`src/led_matrix_scan_driver_core_assert.svh`:
```
// ----------------------------------------------------------------------------
// LED matrix scan driver assertion macros
// Shared assertion forms used by the scan driver core.
// ----------------------------------------------------------------------------
`ifndef LED_MATRIX_SCAN_DRIVER_CORE_ASSERT_SVH
`define LED_MATRIX_SCAN_DRIVER_CORE_ASSERT_SVH

// General form with an explicit clock and reset.
`define LMSD_ASSERT(label, clk, rst, prop, msg) \
   label: assert property (@(posedge clk) disable iff (rst) prop) else $error(msg);

// Form bound to the core clock and reset.
`define LMSD_ASSERT_CORE(label, prop, msg) \
   `LMSD_ASSERT(label, clock, reset, prop, msg)

`endif

```
`src/lmsd_pkg.sv`:
```
// ----------------------------------------------------------------------------
// LED matrix scan driver package
// Types and fixed constants shared by the scan driver modules.
// ----------------------------------------------------------------------------
`default_nettype none

package lmsd_pkg;

   localparam int STORE_DEPTH  = 2048;
   localparam int STORE_AW     = 11;
   localparam int PIXEL_W      = 24;
   localparam int PANEL_HEIGHT = 32;
   localparam int HALF_ROWS    = 16;
   localparam int ROW_W        = 4;
   localparam int Y_W          = 7;
   localparam int QUEUE_DEPTH  = 2;
   localparam int QUEUE_AW     = 1;

   localparam logic [7:0] THRESHOLD_RESET = 8'd128;

   localparam logic OP_WRITE = 1'b0;
   localparam logic OP_TICK  = 1'b1;
   localparam logic EV_SHIFT = 1'b0;
   localparam logic EV_LATCH = 1'b1;

   typedef struct packed {
      logic                tick;
      logic [STORE_AW-1:0] index;
      logic [PIXEL_W-1:0]  pixel;
   } cmd_type;

   typedef struct packed {
      logic clearing;
   } back_status_type;

endpackage

`default_nettype wire

```
`src/lmsd_queue.sv`:
```
// ----------------------------------------------------------------------------
// LED matrix scan driver command queue
// Small FIFO that decouples the accepting front end from the executing back end.
// ----------------------------------------------------------------------------
`default_nettype none

module lmsd_queue
   import lmsd_pkg::*;
(
   input  wire logic    clock,
   input  wire logic    reset,
   input  wire logic    push,
   input  wire cmd_type push_data,
   output logic         push_ready,
   input  wire logic    pop,
   output logic         pop_valid,
   output cmd_type      pop_data
);

   localparam int CNT_W = $clog2(QUEUE_DEPTH + 1);

   cmd_type             entry_ff [QUEUE_DEPTH];
   logic [QUEUE_AW-1:0] wr_ptr_ff, wr_ptr_in;
   logic [QUEUE_AW-1:0] rd_ptr_ff, rd_ptr_in;
   logic [CNT_W-1:0]    count_ff, count_in;
   logic                do_push, do_pop;

   assign push_ready = (count_ff != CNT_W'(QUEUE_DEPTH));
   assign pop_valid  = (count_ff != '0);
   assign pop_data   = entry_ff[rd_ptr_ff];
   assign do_push    = push && push_ready;
   assign do_pop     = pop && pop_valid;

   always_comb begin
      wr_ptr_in = do_push ? wr_ptr_ff + 1'b1 : wr_ptr_ff;
      rd_ptr_in = do_pop ? rd_ptr_ff + 1'b1 : rd_ptr_ff;
      count_in  = count_ff + CNT_W'(do_push) - CNT_W'(do_pop);
   end

   always_ff @(posedge clock) begin
      if (reset) begin
         wr_ptr_ff <= '0;
         rd_ptr_ff <= '0;
         count_ff  <= '0;
      end else begin
         wr_ptr_ff <= wr_ptr_in;
         rd_ptr_ff <= rd_ptr_in;
         count_ff  <= count_in;
      end
   end

   always_ff @(posedge clock) begin
      if (do_push) begin
         entry_ff[wr_ptr_ff] <= push_data;
      end
   end

endmodule

`default_nettype wire

```
`config.mk`:
```
export PLATFORM = sky130hd
export DESIGN_NAME = lmsd_queue
export DESIGN_NICKNAME = d
export VERILOG_FILES = /design/src/led_matrix_scan_driver_core_assert.svh /design/src/lmsd_pkg.sv /design/src/lmsd_queue.sv
export SDC_FILE = /design/constraint.sdc
export NUM_CORES = 1
export LEC_CHECK = 0
export BUFFER_PORTS_ARGS = -buffer_cell sky130_fd_sc_hd__buf_4
export CAP_MARGIN = 20
export CORE_ASPECT_RATIO = 0.6
export CORE_MARGIN = 8
export CORE_UTILIZATION = 46
export CTS_BUF_LIST = sky130_fd_sc_hd__clkbuf_16
export CTS_CLUSTER_SIZE = 28
export DETAILED_ROUTE_END_ITERATION = 12
export GPL_TIMING_DRIVEN = 0
export PLACE_DENSITY = 0.76
export SKIP_CTS_REPAIR_TIMING = 1
export SLEW_MARGIN = 10
export SYNTH_ARGS = -nofsm -noshare
export SYNTH_HDL_FRONTEND = slang
export SYNTH_SLANG_ARGS = --single-unit
```
`constraint.sdc`:
```
create_clock -name clock -period 1.75 [get_ports clock]
set_input_delay 0.175 -clock clock [delete_from_list [all_inputs] [get_ports clock]]
set_output_delay 0.175 -clock clock [all_outputs]
set_load 0.1 [all_outputs]
```
; After elaboration in Yosys (flattened, before gate mapping)
; Memories as Yosys holds them, arrays and structs flattened. A register that Yosys moved wholly into a read port is not among the register bits.
; Index checks and enable logic that the tools add are counted.
; Widths: inputs -> output; s select.
[word_totals]
register_bits = 4
latch_bits = 0
ram_bits = 72
rom_bits = 0
input_bits = 40
out_inout_bits = 38
word_cells = 16
n_memories = 1
[op_classes]
add_sub_neg = 4
multipliers = 0
div = 0
magnitude_cmp = 0
n_eq_ne = 1
shift = 0
mux = 4
bitwise_logic = 0
reduce_logical = 3
[memory_table]
columns = name, words, width, read_ports, rd_ports_with_merged_regs, write_ports, line
row1 = entry_ff, 2, 36, 1, 1, 1, lmsd_queue.sv:22  ; cmd_type entry_ff [QUEUE_DEPTH];
[op_table]
columns = cell, n
row1 = $mux 1, 4
row2 = $add 1x1->1 const B, 2
row3 = $add 2x1->2, 1
row4 = $logic_and 1x1->1, 2
row5 = $ne 2x2->1 const B, 1
row6 = $reduce_bool 2->1, 1
row7 = $sub 2x1->2, 1

; Logic depth before layout (Yosys ltp)
[depth]
ltp_word = 4
depth_mapped = 6
ltp_nobuf = 6

; Least setup slack after synthesis
; OpenSTA, ideal clock, no wires.
[synth_timing]
path_kind = register -> register
from = register count_ff[0]
to = memory entry_ff[1][0] in the netlist's numbering, enable pin
setup_ns = 0.397
arrival_ns = 2.306
required_time_ns = 1.353
slack_ns = -0.953
stages_incl_launch_ff = 3
path_buffers = 0
period_less_slack_ns = 2.703
path_cell_list = dfxtp_1 nand2b_1 and3_1
[synth_via]
elab_chain_cells = 4
[synth_lines]
columns = element, line
row1 = from (decl), lmsd_queue.sv:25  ; logic [CNT_W-1:0] count_ff, count_in;
row2 = from (signal assigned), lmsd_queue.sv:48  ; count_ff <= count_in;
row3 = $ne 2x2->1, lmsd_queue.sv:28  ; assign push_ready = (count_ff != CNT_W'(QUEUE_DEPTH));
row4 = via push_ready, lmsd_queue.sv:14  ; output logic push_ready,
row5 = $logic_and 1x1->1, lmsd_queue.sv:31  ; assign do_push = push && push_ready;
row6 = $mux 1, lmsd_queue.sv:53  ; if (do_push) begin
row7 = $mux 1 (implied by the code), lmsd_queue.sv:54  ; entry_ff[wr_ptr_ff] <= push_data;
row8 = to (decl), lmsd_queue.sv:22
; The timed path passes the listed nets, and every way through them passes these cells.

==> impl_metrics.py <==
metrics = {
    "cts": {
        "numCtsBuffers": 9,
        "clk_latency_ns": 0.32,
        "cts_buffer_depth": 2,
        "h-tree-depth": 3,
        "clkSinkCount": 77,
        "clock-root-buffer": "clkbuf_16",
        "clkTransAtPathRegs_ns": 0.06,
        "cts_tree": "built",
    },
    "timing": {
        "whs_ns": 0.0315,
        "maxSlewHeadroom_pct": 66.6,
        "final-setup-viol-count": 0,
        "report.final.hold_viol_count": 0,
        "timing.setup.tns_ns": 0,
        "rsz0062_at_grt": "yes",
        "drv_slew": 0,
        "max_freq_ghz": 0.589,
        "finalCriticalPeriod_ns": 1.70,
        "fin_crit_sh_pct": 97.0,
        "finalWorstSetupSlack_ns": 0.0522,
        "tightest_slew_ns": 0.502,
        "skew_ns": 0.00481,
    },
    "cells_and_area": {
        "multi_input_area_um2": 572,
        "layout-drive-gt1-share_pct": 60.0,
        "final_cell_area_um2": 4000,
        "postLayoutCoreUtil_pct": 66.1,
        "syn2layout_area_growth_pct": 40.6,
        "final_nets": 271,
        "seq_area_um2": 2260,
        "layoutNonFillerInstCount": 319,
        "fillers": 441,
        "antenna_cells": 0,
    },
    "floorplanning": {
        "io_pins": 78,
        "die_h_um": 76.9,
        "die_area_um2": 9050,
        "die_x_um": 118,
        "coreArea_um2": 6060,
        "initial_utilization_pct": 47.0,
        "rows": 22,
    },
    "placed_design": {
        "portBuffers": 77,
        "dp.cells": 302,
        "gp_congestion": 0.731,
        "dpl.hpwl_mm": 3.55,
        "preCtsSetupSlack_ns": -0.138,
        "post_dp_cell_area_um2": 3550,
    },
    "power_and_ir_drop": {
        "power.switching_mw": 2.89,
        "switching_share_pct": 41.0,
        "cellLeakagePower_nw": 1.50,
        "seqPwrFrac_pct": 32.9,
        "p_int_mw": 4.16,
        "pwr_density_cell_nw_per_um2": 1760,
        "clockPowerShare_pct": 25.3,
        "ir_drop_uv": 1070,
        "combinationalPowerShare_pct": 41.9,
        "finalPower_mw": 7.05,
    },
    "global_routing": {
        "track_usage_pct": 12.1,
        "grt_pass1_vias": 1687,
        "grt_max_degree": 37,
        "grt_pass1_wl_mm": 8.40,
        "antenna_found_initial": 0,
        "gr-total-overflow": 0,
    },
    "yosys": {
        "syn_area_um2": 2850,
        "synth_cell_type_count": 23,
        "ys_ff_latch": 77,
        "avgSynthCellArea_um2": 20.2,
        "syn-num-nets": 182,
        "synth_warnings": 0,
        "synth_top_cell_by_area": "edfxtp_1",
        "synthTopCellsByArea": "edfxtp_1 (76%), mux2_2 (14%), dfxtp_1 (3.5%)",
        "ys_seq_area_share_pct": 79.4,
        "synth_top_area_share_pct": 75.9,
        "synthCells": 141,
    },
    "worst_setup_path": {
        "cp-start-kind": "flop",
        "cp.arrival_ns": 1.52,
        "required_ns": 1.57,
        "end_kind": "primary output",
        "path_class": "flop to primary output",
        "crit_fanout": 10,
    },
    "route": {
        "wirelength_mm": 5.45,
        "drt_iter0_markers": 48,
        "antenna_left": 0,
        "viasPerCell": 4.80,
        "drt-pass1-iter-count": 4,
        "drt-wirelength-per-cell_um": 17.1,
        "via_count": 1530,
        "drc": 0,
    },
    "min_path": {
        "worstHoldPathType": "input pin to flop",
    },
    "outcome": {
        "status": "completed",
    },
    "flow_run": {
        "drv_cap": 0,
    },
}
## worst max-delay path, stage by stage, from the launching register on
cell,delay [ns]
dfxtp_1,0.32
buf_6,0.16
buf_8,0.15
mux2_2,0.37
buf_6,0.19
## area by class of cell
class,count,area share [%]
Buffer,4,1.41
Clock buffer,9,5.63
Clock inverter,7,1.84
Inverter,1,0.188
Multi-Input combinational cell,59,14.3
Sequential cell,77,56.6
Tap cell,84,2.63
Timing Repair Buffer,77,17.3
Timing Repair inverter,1,0.188
## final timing paths
check | slack (ns) | start | cells past startpoint | end
max | 0.05 | flop | 4 | pop_data[28]
min | 0.03 | push_data[34] | 1 | entry_ff[0][34]
max reg2reg | 0.10 | count_ff[0] | 3 | entry_ff[0][14]
min reg2reg | 0.51 | rd_ptr_ff | 2 | rd_ptr_ff
## sequential cells by signal, summed over array words and instances (netlist names), named ones only
signal / cells
entry_ff: 72
count_ff: 2
wr_ptr_ff: 1
rd_ptr_ff: 1
## cell families after synthesis
family	Yosys count	synth area share, %
buf+inv	5	0.922
fa+ha+maj	1	0.439
mux	37	14.6
xor+xnor	1	0.308
flops	77	79.4
compound gates	7	1.80
simple gates	13	2.46
## placed cells by master (no fill, tap or decap), drive strengths merged, types with 2 or more instances in the layout
cell type / Yosys / layout
o21ai: 2 / 2
mux2: 37 / 37
clkbuf: 0 / 9
buf: 4 / 81
clkinv: 0 / 4
dfxtp: 5 / 5
clkinvlp: 0 / 3
nor2b: 2 / 2
nor2: 5 / 5
a21bo: 2 / 2
edfxtp: 72 / 72
## power by group through the flow
| stage | sequential, mW | clock (mW) | combinational [mW] |
|---|---|---|---|
| after detailed placement | 2.35 | 0 | 2.76 |
| after CTS | 2.32 | 1.83 | 2.76 |
| final | 2.32 | 1.78 | 2.95 |
| after global placement | 2.35 | 0 | 2.75 |
| after floorplan | 2.33 | 0 | 2.24 |
| after global routing | 2.34 | 1.90 | 3.06 |
## cell usage after synthesis (all sizes together)
| library cell | number |
|---|---|
| a211oi | 1 |
| a21bo | 2 |
| a21oi | 1 |
| a32oi | 1 |
| and2b | 1 |
| and3 | 1 |
| buf | 4 |
| dfxtp | 5 |
| edfxtp | 72 |
| ha | 1 |
| inv | 1 |
| mux2 | 37 |
| nand2b | 1 |
| nand3 | 1 |
| nand3b | 1 |
| nor2 | 5 |
| nor2b | 2 |
| o21ai | 2 |
| or2 | 1 |
| xor2 | 1 |
## per-layer routing
layer | vias to the layer above | global-route usage (%) | wire [um]
met5 | - | 0 | 0
met4 | 0 | 4.57 | 82
met3 | 10 | 6.29 | 430
met2 | 46 | 18.7 | 2620
met1 | 741 | 14.1 | 2320
li1 | 733 | - | -
No activity file was read; power rests on OpenSTA's default activity.
